**config.mk**
```make
export PLATFORM = sky130hd
export DESIGN_NAME = pdss_ctrl
export DESIGN_NICKNAME = d
export VERILOG_FILES = /design/src/sv/pdss_pkg.sv /design/src/sv/pdss_ctrl.sv
export VERILOG_INCLUDE_DIRS = /design/src /design/src/sv
export SDC_FILE = /design/constraint.sdc
export NUM_CORES = 1
export LEC_CHECK = 0
export BUFFER_PORTS_ARGS = -buffer_cell sky130_fd_sc_hd__buf_2
export CORE_AREA = 2 2 39 41
export CTS_BUF_LIST = sky130_fd_sc_hd__clkbuf_8
export CTS_CLUSTER_DIAMETER = 80
export DETAILED_ROUTE_END_ITERATION = 10
export DIE_AREA = 0 0 41 43
export PLACE_DENSITY = 0.54
export SLEW_MARGIN = 20
export SYNTH_ARGS = -nofsm -noshare
export SYNTH_HDL_FRONTEND = slang
export SYNTH_SLANG_ARGS = --single-unit
```
**constraint.sdc**
```tcl
create_clock -name i_clk -period 1.6 [get_ports i_clk]
set_input_delay 0.48 -clock i_clk [delete_from_list [all_inputs] [get_ports i_clk]]
set_output_delay 0.48 -clock i_clk [all_outputs]
set_load 0.01 [all_outputs]
```
**src/sv/pingpong_dirty_snapshot_store_defines.svh**
```systemverilog
// Assertion macros shared by the store's modules
`ifndef PINGPONG_DIRTY_SNAPSHOT_STORE_DEFINES_SVH
`define PINGPONG_DIRTY_SNAPSHOT_STORE_DEFINES_SVH

// Check a same-cycle implication outside reset
`define PDSS_ASSERT_IMPL(label, clk, rst_n, ante, cons) \
    label: assert property (@(posedge clk) disable iff (!rst_n) (ante) |-> (cons)) \
        else $error("pdss: same-cycle check failed");

// Check a next-cycle implication outside reset
`define PDSS_ASSERT_NEXT(label, clk, rst_n, ante, cons) \
    label: assert property (@(posedge clk) disable iff (!rst_n) (ante) |=> (cons)) \
        else $error("pdss: next-cycle check failed");

`endif

```
**src/sv/pdss_pkg.sv**
```systemverilog
// Shared types and constants of the ping-pong dirty snapshot store
package pdss_pkg;

    // Field widths of one input word and one result word
    localparam int CMD_BITS  = 2;
    localparam int IDX_BITS  = 31;
    localparam int DATA_BITS = 32;

    // Stream word widths, padded to whole bytes
    localparam int IN_TDATA_BITS  = ((IDX_BITS + DATA_BITS + 7) / 8) * 8;
    localparam int OUT_TDATA_BITS = ((DATA_BITS + 1 + 7) / 8) * 8;
    localparam int OUT_PAD_BITS   = OUT_TDATA_BITS - DATA_BITS - 1;

    // Default geometry
    localparam int DEF_STORE_DEPTH = 1024;
    localparam int DEF_WORD_BITS   = 32;

    // Reset fill byte of every stored word
    localparam logic [7:0] FILL_BYTE = 8'h53;

    // Command codes
    typedef enum logic [CMD_BITS-1:0] {
        CMD_READ       = 2'd0,
        CMD_WRITE      = 2'd1,
        CMD_CHECKPOINT = 2'd2,
        CMD_SNAP_READ  = 2'd3
    } t_cmd;

    // Controller to datapath commands
    typedef struct packed {
        logic load;    // capture the input word
        logic step;    // one index reduction step
        logic access;  // perform the read or write at the slot
        logic flip;    // toggle the active copy
        logic sweep;   // write reset values at the pointer
        logic walk;    // read the inactive copy at the pointer
        logic finish;  // load the result register
    } t_dp_cmd;

    // Datapath to controller status
    typedef struct packed {
        t_cmd cmd;
        logic red_done;
        logic ptr_last;
        logic out_free;
    } t_dp_sts;

endpackage

```
**src/sv/pdss_ctrl.sv**
```systemverilog
// Controller: clearing pass, command sequencing, checkpoint walk
`include "pingpong_dirty_snapshot_store_defines.svh"

module pdss_ctrl (
    input  logic              i_clk,
    input  logic              i_rst_n,
    input  logic              i_valid,
    output logic              o_ready,
    output pdss_pkg::t_dp_cmd o_cmd,
    input  pdss_pkg::t_dp_sts i_sts
);
    import pdss_pkg::*;

    typedef enum logic [2:0] {
        S_CLEAR,
        S_IDLE,
        S_REDUCE,
        S_WALK,
        S_WALK_END,
        S_RESULT
    } t_state;

    t_state r_state;
    t_state n_state;
    logic   w_accept;

    assign o_ready  = (r_state == S_IDLE);
    assign w_accept = i_valid && o_ready;

    // Decode commands and the next state
    always_comb begin
        o_cmd   = '0;
        n_state = r_state;
        unique case (r_state)
            S_CLEAR: begin
                o_cmd.sweep = 1'b1;
                if (i_sts.ptr_last) begin
                    n_state = S_IDLE;
                end
            end
            S_IDLE: begin
                o_cmd.load = w_accept;
                if (w_accept) begin
                    n_state = S_REDUCE;
                end
            end
            S_REDUCE: begin
                if (i_sts.cmd == CMD_CHECKPOINT) begin
                    o_cmd.flip = 1'b1;
                    n_state    = S_WALK;
                end else if (i_sts.red_done) begin
                    o_cmd.access = 1'b1;
                    n_state      = S_RESULT;
                end else begin
                    o_cmd.step = 1'b1;
                end
            end
            S_WALK: begin
                o_cmd.walk = 1'b1;
                if (i_sts.ptr_last) begin
                    n_state = S_WALK_END;
                end
            end
            S_WALK_END: begin
                n_state = S_RESULT;
            end
            S_RESULT: begin
                if (i_sts.out_free) begin
                    o_cmd.finish = 1'b1;
                    n_state      = S_IDLE;
                end
            end
            default: begin
                n_state = S_IDLE;
            end
        endcase
    end

    // Hold the state
    always_ff @(posedge i_clk) begin
        if (!i_rst_n) begin
            r_state <= S_CLEAR;
        end else begin
            r_state <= n_state;
        end
    end

    `PDSS_ASSERT_IMPL(a_finish_free, i_clk, i_rst_n, o_cmd.finish, i_sts.out_free)
    `PDSS_ASSERT_NEXT(a_walk_end, i_clk, i_rst_n, (r_state == S_WALK) && i_sts.ptr_last, r_state == S_WALK_END)
    `PDSS_ASSERT_NEXT(a_accept_busy, i_clk, i_rst_n, w_accept, r_state == S_REDUCE)

endmodule

```
==> results of run 1 <==
-- stage by stage --
| stage | instance area, sq um | setup TNS, ns | power [mW] | hold slack, ns | utilization [%] |
|---|---|---|---|---|---|
| 6_report | 489 | -0.177 | 0.406 | 0.549 | 35.4 |
| 5_1_grt | 489 | -0.377 | 0.425 | 0.551 | 35.4 |
| 4_1_cts | 475 | -0.186 | 0.401 | 0.555 | 34.4 |
| 3_5_place_dp | 414 | 0 | 0.177 | 0.695 | 29.9 |
| 3_3_place_gp | 414 | 0 | 0.177 | 0.662 | 29.9 |
| 2_1_floorplan | 298 | 0 | 0.140 | 0.564 | - |
-- routing by layer --
| layer | vias up | part of all wire [%] | GRT usage (%) |
|---|---|---|---|
| li1 | 186 | - | - |
| met1 | 156 | 37 | 10.6 |
| met2 | 13 | 52 | 19.1 |
| met3 | 5 | 5.8 | 4.71 |
| met4 | 0 | 5.2 | 16.0 |
| met5 | - | 0 | 0 |
-- cell usage in the layout, fill, tap and decap left out --
| master | n |
|---|---|
| sky130_fd_sc_hd__a211o_1 | 1 |
| sky130_fd_sc_hd__buf_2 | 15 |
| sky130_fd_sc_hd__a221oi_1 | 2 |
| sky130_fd_sc_hd__a22o_1 | 1 |
| sky130_fd_sc_hd__clkbuf_8 | 3 |
| sky130_fd_sc_hd__mux2_2 | 1 |
| sky130_fd_sc_hd__nor2b_4 | 1 |
| sky130_fd_sc_hd__o21ai_0 | 1 |
| sky130_fd_sc_hd__inv_1 | 3 |
| sky130_fd_sc_hd__o211ai_1 | 1 |
| sky130_fd_sc_hd__inv_2 | 1 |
| sky130_fd_sc_hd__a32o_1 | 1 |
| sky130_fd_sc_hd__buf_4 | 6 |
| sky130_fd_sc_hd__nor2b_1 | 4 |
| sky130_fd_sc_hd__or3b_4 | 1 |
| sky130_fd_sc_hd__o31ai_1 | 1 |
| sky130_fd_sc_hd__dfxtp_2 | 3 |
| sky130_fd_sc_hd__or2b_1 | 1 |
| sky130_fd_sc_hd__or3_1 | 1 |
| sky130_fd_sc_hd__o32ai_2 | 1 |
| sky130_fd_sc_hd__nand2b_1 | 1 |
| sky130_fd_sc_hd__nand2_1 | 1 |
| sky130_fd_sc_hd__and3_1 | 3 |
| sky130_fd_sc_hd__nor3_1 | 2 |
| sky130_fd_sc_hd__a21oi_1 | 1 |
| sky130_fd_sc_hd__buf_6 | 1 |
| sky130_fd_sc_hd__nor2_1 | 2 |
| sky130_fd_sc_hd__nor3_2 | 1 |
-- timing repair --
action,in CTS,in global routing
setup buffers,1,1
pin swaps,3,1
resized for setup,3,4
setup endpoints to repair,5,7
cloned,0,0
-- power by group --
group,total (mW),leakage [nW],internal (mW),switching (mW)
Combinational,0.103,0.192,0.0549,0.0481
Clock,0.219,0.0269,0.164,0.0550
Sequential,0.0842,0.0258,0.0808,0.00335
-- area by class of cell --
class / instances / area (sq um)
Clock buffer: 3 / 41.3
Clock inverter: 1 / 3.75
Fill cell: 155 / 895
Inverter: 3 / 11.3
Multi-Input combinational cell: 29 / 218
Sequential cell: 3 / 63.8
Tap cell: 16 / 20.0
Timing Repair Buffer: 22 / 131
-- logic make-up after synthesis --
family / Yosys count
and+or+nand+nor: 18
AOI/OAI and AO/OA: 10
buffers and inverters: 5
DFF: 3
muxes: 1
-- critical path, stage by stage, from the launching register on --
cell	delay, ns
sky130_fd_sc_hd__dfxtp_2	0.32
sky130_fd_sc_hd__or3b_4	0.40
sky130_fd_sc_hd__nor3_2	0.14
sky130_fd_sc_hd__buf_2	0.14
-- how the worst min path moves through the flow --
| stage | from | endpoint | depth (start not counted) |
|---|---|---|---|
| after global placement | r_state[1] | r_state[1] | 2 |
| after floorplan | r_state[2] | r_state[0] | 2 |
| after global routing | i_rst_n | r_state[1] | 2 |
| after CTS | i_rst_n | r_state[1] | 2 |
| after detailed placement | r_state[1] | r_state[1] | 2 |
| final | i_rst_n | r_state[1] | 2 |
==> impl_results.rst, run 1 <==
.. list-table::
   :header-rows: 1

   * - Metric
     - Value
   * - Run status
     - finished, violations left
   * - Violations in the final reports
     - negative setup slack
   * - PortBufs
     - 15
   * - Iteration count of the initial detailed-routing pass
     - 3
   * - DRT antenna net count
     - 0
   * - GRT overflow
     - 0
   * - Syn. warnings
     - 0
   * - Max-slew violation count
     - 0
   * - Total Routed Length
     - 883 um
   * - Buffer type at the clock tree root
     - sky130_fd_sc_hd__clkbuf_8
   * - Post-synth net total
     - 45
   * - Count of max-cap constraint violations
     - 0
   * - 1st-iter DRT viols
     - 5
   * - Synth cell count leaders
     - sky130_fd_sc_hd__nor2b_1, sky130_fd_sc_hd__and3_1, sky130_fd_sc_hd__dfxtp_1, sky130_fd_sc_hd__inv_1, sky130_fd_sc_hd__nor3_1
   * - Capture instance of the worst register-to-register path
     - r_state[2]
   * - Depth of the worst register-to-register path
     - 4
   * - Setup-violating endpoint count in the final report
     - 3
   * - Count of hold-fix buffers inserted at cts
     - 0
   * - Fraction of registers with async set or reset after synthesis
     - 0%
   * - Clock net sink count
     - 3
   * - Portion of netlist area occupied by mux cells
     - 3.85%
   * - Clock-pin slew reported for the worst setup and hold paths after clock tree synthesis
     - 0.03 ns
   * - Detailed-placement wirelength estimate
     - 637 um
   * - Area of the placeable core
     - 1380 sq um
   * - Capturing element of the worst setup path
     - o_cmd[5]
   * - Vertical die dimension
     - 43 um
   * - Number of antenna violations at the first check in global routing
     - 0
   * - Endpoint arrival time on the critical path
     - 1.22 ns
   * - Setup repair after global routing missed its margin
     - yes
   * - CTS H-Tree Depth
     - 1
   * - Register bit count reported by yosys
     - 3
   * - Area overhead of the layout relative to synthesis
     - 67.1%
   * - Global placer's final weighted congestion
     - 0.780
   * - Count of unique library cells instantiated by Yosys
     - 23
   * - Total routing resource utilization after global routing
     - 12.7%
   * - Category of the worst setup path capture point
     - primary output
   * - PnR worst setup slack
     - -0.101 ns
   * - Post-Place Cells
     - 71
   * - Synthesized instance count
     - 37
   * - Number of placement rows
     - 14
   * - Power density cells
     - 830 nW/um^2
   * - DR vias
     - 360
   * - Post-layout net count
     - 70
   * - EDFF count, synth
     - 0
   * - Fraction of the yosys area taken by sequential cells
     - 20.5%
   * - Xor and xnor area share after synthesis
     - 0%
   * - I/O pin cnt
     - 16
   * - Class of the worst hold path
     - in -> reg
   * - Number of hold-slack violations in the final timing report
     - 0
   * - Post-route non-filler standard cell count
     - 77
   * - Complex-gate fraction of the synthesized area
     - 29.5%
   * - Startpoint Class
     - flip-flop
   * - Worst Max-Slew Pin Slew
     - 0.306 ns
   * - Avg WL per Cell
     - 11.5 um
   * - Area share of and/or/nand/nor cells after synthesis
     - 36.8%
   * - Dominant combinational cell family by area after synthesis
     - simple AND/OR/NAND/NOR gates
   * - Leading area contributor after synthesis
     - sky130_fd_sc_hd__dfxtp_1
   * - Clock period minus worst slack
     - 1.70 ns
   * - Reg2Reg Launch Point
     - r_state[1]
   * - Peak VDD IR
     - 0.228 mV
   * - Effective utilization at floorplan
     - 21.2%
   * - Cell Area, Synth
     - 293 sq um
   * - DRC violations left
     - 0
   * - Required time reported for the critical path endpoint
     - 1.12 ns
   * - Clock latency on the worst-skew pair
     - 0.22 ns
   * - Fraction of final layout cells sized beyond drive strength 1
     - 55.7%
   * - Most frequently used cell type in the post-synthesis netlist
     - sky130_fd_sc_hd__nor2b_1
   * - Maximum buffer depth of the clock tree
     - 2
   * - Vias per cell
     - 4.68
   * - Synthesized area divided by synthesized cell count
     - 7.91 sq um
   * - Largest fanout on the critical path
     - 4
   * - Most instantiated flip-flop cell in the synthesis netlist
     - sky130_fd_sc_hd__dfxtp_1
   * - Number of buffers created by CTS
     - 3
   * - Fraction of the mapped netlist area in adder cells
     - 0%
   * - Die outline width
     - 41 um
   * - Slew Limit Headroom
     - 79.4%
   * - Fin Clk Skew
     - 0.00457 ns
   * - Start point of the critical path
     - r_state[1]
   * - Pin count of the biggest net entering global routing
     - 12
   * - Portion of the clock cycle consumed by the worst path in the final layout
     - 106%
   * - Vias in the first global route
     - 346
   * - Critical path type
     - reg -> out
   * - Minimum setup slack among reg-to-reg paths
     - 0.19 ns
   * - Largest register FFs
     - 3
   * - Antenna diodes
     - 0
   * - Global-route wire length before repair
     - 1350 um
   * - Top flop regs
     - r_state: 3 flops
   * - Total Die Area
     - 1760 sq um
   * - Clock tree from TritonCTS
     - built
   * - Largest register by flop count
     - r_state
   * - Largest cells by area after synthesis
     - sky130_fd_sc_hd__dfxtp_1, sky130_fd_sc_hd__nor2b_1, sky130_fd_sc_hd__and3_1
   * - Fmax
     - 0.588 GHz
   * - Share of the synthesized area in the top cell type
     - 20.5%
   * - Setup Slack @ Placement
     - 0.0915 ns
   * - Static leakage
     - 0.244 nW
Note: power is estimated with default switching activity, not from simulation.
==> run 2, diff against run 1 <==
Settings changed: CORE_AREA 2 2 39 41 to 4 4 41 43, DIE_AREA 0 0 41 43 to 0 0 45 47, MAX_ROUTING_LAYER set to met4.
==> run 2 against run 1 <==
The run still ends with negative setup slack left. Fmax fell by 0.95%. Sequential power fell by 1%. Count of clock-buffer cells in the layout did not move. Critical path depth did not move. Final area fell by 5.9%. Clock skew fell by 0.0014 ns. Hold slack improved by 0.0061 ns. Setup slack got worse by 0.016 ns. Clock power fell by 4%. Sequential cell count did not move. Critical endpoint unchanged.
==> impl_results.rst, run 2 (same netlist as run 1, synthesis figures left out) <==
.. list-table::
   :header-rows: 1

   * - Metric
     - Value
   * - Run status
     - finished, violations left
   * - Violations in the final reports
     - negative setup slack
   * - Post-Route Utilization
     - 35.4%
   * - Max-slew violation count
     - 0
   * - Effective utilization at floorplan
     - 22.5%
   * - Total routing resource utilization after global routing
     - 9.79%
   * - Post-layout net count
     - 68
   * - Worst Max-Slew Pin Slew
     - 0.330 ns
   * - Clock period minus worst slack
     - 1.72 ns
   * - Sequential cell area
     - 62.6 sq um
   * - Maximum buffer depth of the clock tree
     - 2
   * - Count of max-cap constraint violations
     - 0
   * - Filler Cell Count
     - 147
   * - Clock-pin slew reported for the worst setup and hold paths after clock tree synthesis
     - 0.03 ns
   * - Fmax
     - 0.582 GHz
   * - Clock tree from TritonCTS
     - built
   * - Number of antenna violations at the first check in global routing
     - 0
   * - Logic gate share of total power
     - 23.8%
   * - Cell-internal power
     - 0.289 mW
   * - Fraction of final layout cells sized beyond drive strength 1
     - 50.8%
   * - Iteration count of the initial detailed-routing pass
     - 4
   * - Slew Limit Headroom
     - 78.0%
   * - Fraction of power spent switching nets
     - 25.1%
   * - CP max stage cell
     - sky130_fd_sc_hd__or3b_4
   * - Portion of total power attributed to the clock network
     - 54.6%
   * - Commonest non-fill, non-tap cells in the layout
     - sky130_fd_sc_hd__buf_2, sky130_fd_sc_hd__nor2b_1, sky130_fd_sc_hd__buf_4
   * - Total Routed Length
     - 844 um
   * - Largest fanout on the critical path
     - 4
   * - Delay of the slowest critical-path stage
     - 0.41 ns
   * - CTS H-Tree Depth
     - 1
   * - Startpoint Class
     - flip-flop
   * - Number of buffers created by CTS
     - 3
   * - Top flop regs
     - r_state: 3 flops
   * - Standard cell area after detailed placement
     - 405 sq um
   * - Avg WL per Cell
     - 11.4 um
   * - PortBufs
     - 15
   * - Number of hold-slack violations in the final timing report
     - 0
   * - Number of placement rows
     - 13
   * - DRC violations left
     - 0
   * - Required time reported for the critical path endpoint
     - 1.12 ns
   * - DRT antenna net count
     - 0
   * - Setup-violating endpoint count in the final report
     - 5
   * - Area overhead of the layout relative to synthesis
     - 57.3%
   * - Portion of total power attributed to sequential cells
     - 21.6%
   * - Antenna diodes
     - 0
   * - Die outline width
     - 45 um
   * - P_sw
     - 0.0969 mW
   * - Power density cells
     - 838 nW/um^2
   * - GRT overflow
     - 0
   * - Global placer's final weighted congestion
     - 0.738
   * - Total Die Area
     - 2120 sq um
   * - Cell type group with the largest total delay on the critical path
     - simple AND/OR/NAND/NOR gates
   * - Pin count of the biggest net entering global routing
     - 11
   * - Buffer type at the clock tree root
     - sky130_fd_sc_hd__clkbuf_8
   * - Peak VDD IR
     - 0.527 mV
   * - Vertical die dimension
     - 47 um
   * - Most common library cell in the layout ignoring fill and taps
     - sky130_fd_sc_hd__buf_2
   * - Finished layout cell area
     - 460 sq um
   * - Vias in the first global route
     - 357
   * - Global-route wire length before repair
     - 1430 um
   * - Clock net sink count
     - 3
   * - Fin Clk Skew
     - 0.00317 ns
   * - Setup repair after global routing missed its margin
     - yes
   * - DR vias
     - 355
   * - Clock latency on the worst-skew pair
     - 0.21 ns
   * - Vias per cell
     - 4.80
   * - Largest register by flop count
     - r_state
   * - Largest register FFs
     - 3
   * - Detailed-placement wirelength estimate
     - 655 um
   * - PnR worst setup slack
     - -0.117 ns
   * - Portion of the clock cycle consumed by the worst path in the final layout
     - 107%
   * - Footprint of the multi-input gates
     - 210 sq um
   * - I/O pin cnt
     - 16
   * - Cell Chain, Critical Path
     - or3b_4, nor3_2, buf_2
   * - Class of the worst hold path
     - in -> reg
   * - Endpoint arrival time on the critical path
     - 1.24 ns
   * - 1st-iter DRT viols
     - 6
   * - Buffering stage count on the worst path with inverters included
     - 1
   * - Static leakage
     - 0.230 nW
   * - Area of the placeable core
     - 1300 sq um
   * - Critical path type
     - reg -> out
   * - Category of the worst setup path capture point
     - primary output
## run 2: cell types whose count changed in the layout (fill, tap and decap cells not counted)
cell / change
sky130_fd_sc_hd__dfxtp_2: -1
sky130_fd_sc_hd__nor2b_1: +1
sky130_fd_sc_hd__buf_6: -1
sky130_fd_sc_hd__nor2b_4: -1
sky130_fd_sc_hd__buf_4: -1
sky130_fd_sc_hd__dfxtp_1: +1
## run 2: metal layers
layer  vias to the layer above  share of wire [%]  global-route usage (%)
met5                         -                  0                       -
met4                         0                  0                    1.75
met3                         0                8.4                    4.60
met2                        16                 40                    13.6
met1                       159                 51                    13.0
li1                        180                  -                       -
## run 2: worst paths after layout
check,to,start,cells past startpoint,slack (ns)
max,o_cmd[5],r_state[0],3,-0.12
max reg2reg,r_state[0],r_state[0],4,0.20
min,r_state[1],i_rst_n,2,0.55
min reg2reg,r_state[0],r_state[2],3,0.67
## run 2: worst register-to-register path: stages, from the launching register on
cell and delay, ns:
sky130_fd_sc_hd__dfxtp_2 0.31, sky130_fd_sc_hd__or3b_4 0.41, sky130_fd_sc_hd__buf_4 0.15, sky130_fd_sc_hd__o31ai_1 0.31
sky130_fd_sc_hd__a21oi_1 0.08
## run 2: what timing repair did
action / CTS / global route
endpoints found under the setup margin: 5 / 7
pin swaps: 1 / 0
setup buffers: 1 / 0
gates resized for setup: 2 / 1
hold buffers: 0 / 0
## run 2: per-stage QoR
| step | std cells | power, mW | worst slack (ns) | hold slack, ns | setup TNS, ns |
|---|---|---|---|---|---|
| after floorplan | 37 | 0.140 | 0.0652 | 0.564 | 0 |
| after global placement | 69 | 0.173 | 0.0940 | 0.680 | 0 |
| after detailed placement | 69 | 0.173 | 0.0631 | 0.689 | 0 |
| after CTS | 74 | 0.395 | -0.144 | 0.551 | -0.333 |
| after global routing | 74 | 0.417 | -0.193 | 0.570 | -0.602 |
| final | 74 | 0.386 | -0.117 | 0.555 | -0.303 |
## run 2: area by class of cell
type,count,share of cell area (%)
tap,15,4.08
clock buffer,3,8.97
multi-input combinational,29,45.7
sequential,3,13.6
inverter,3,2.45
timing repair buffer,20,24.5
clock inverter,1,0.815
## run 2: power groups by stage
stage / logic (mW) / registers, mW / clock network [mW]
after floorplan: 0.0571 / 0.0831 / 0
after global placement: 0.0895 / 0.0833 / 0
after detailed placement: 0.0898 / 0.0836 / 0
after CTS: 0.0918 / 0.0834 / 0.220
after global routing: 0.101 / 0.0841 / 0.231
final: 0.0918 / 0.0833 / 0.211
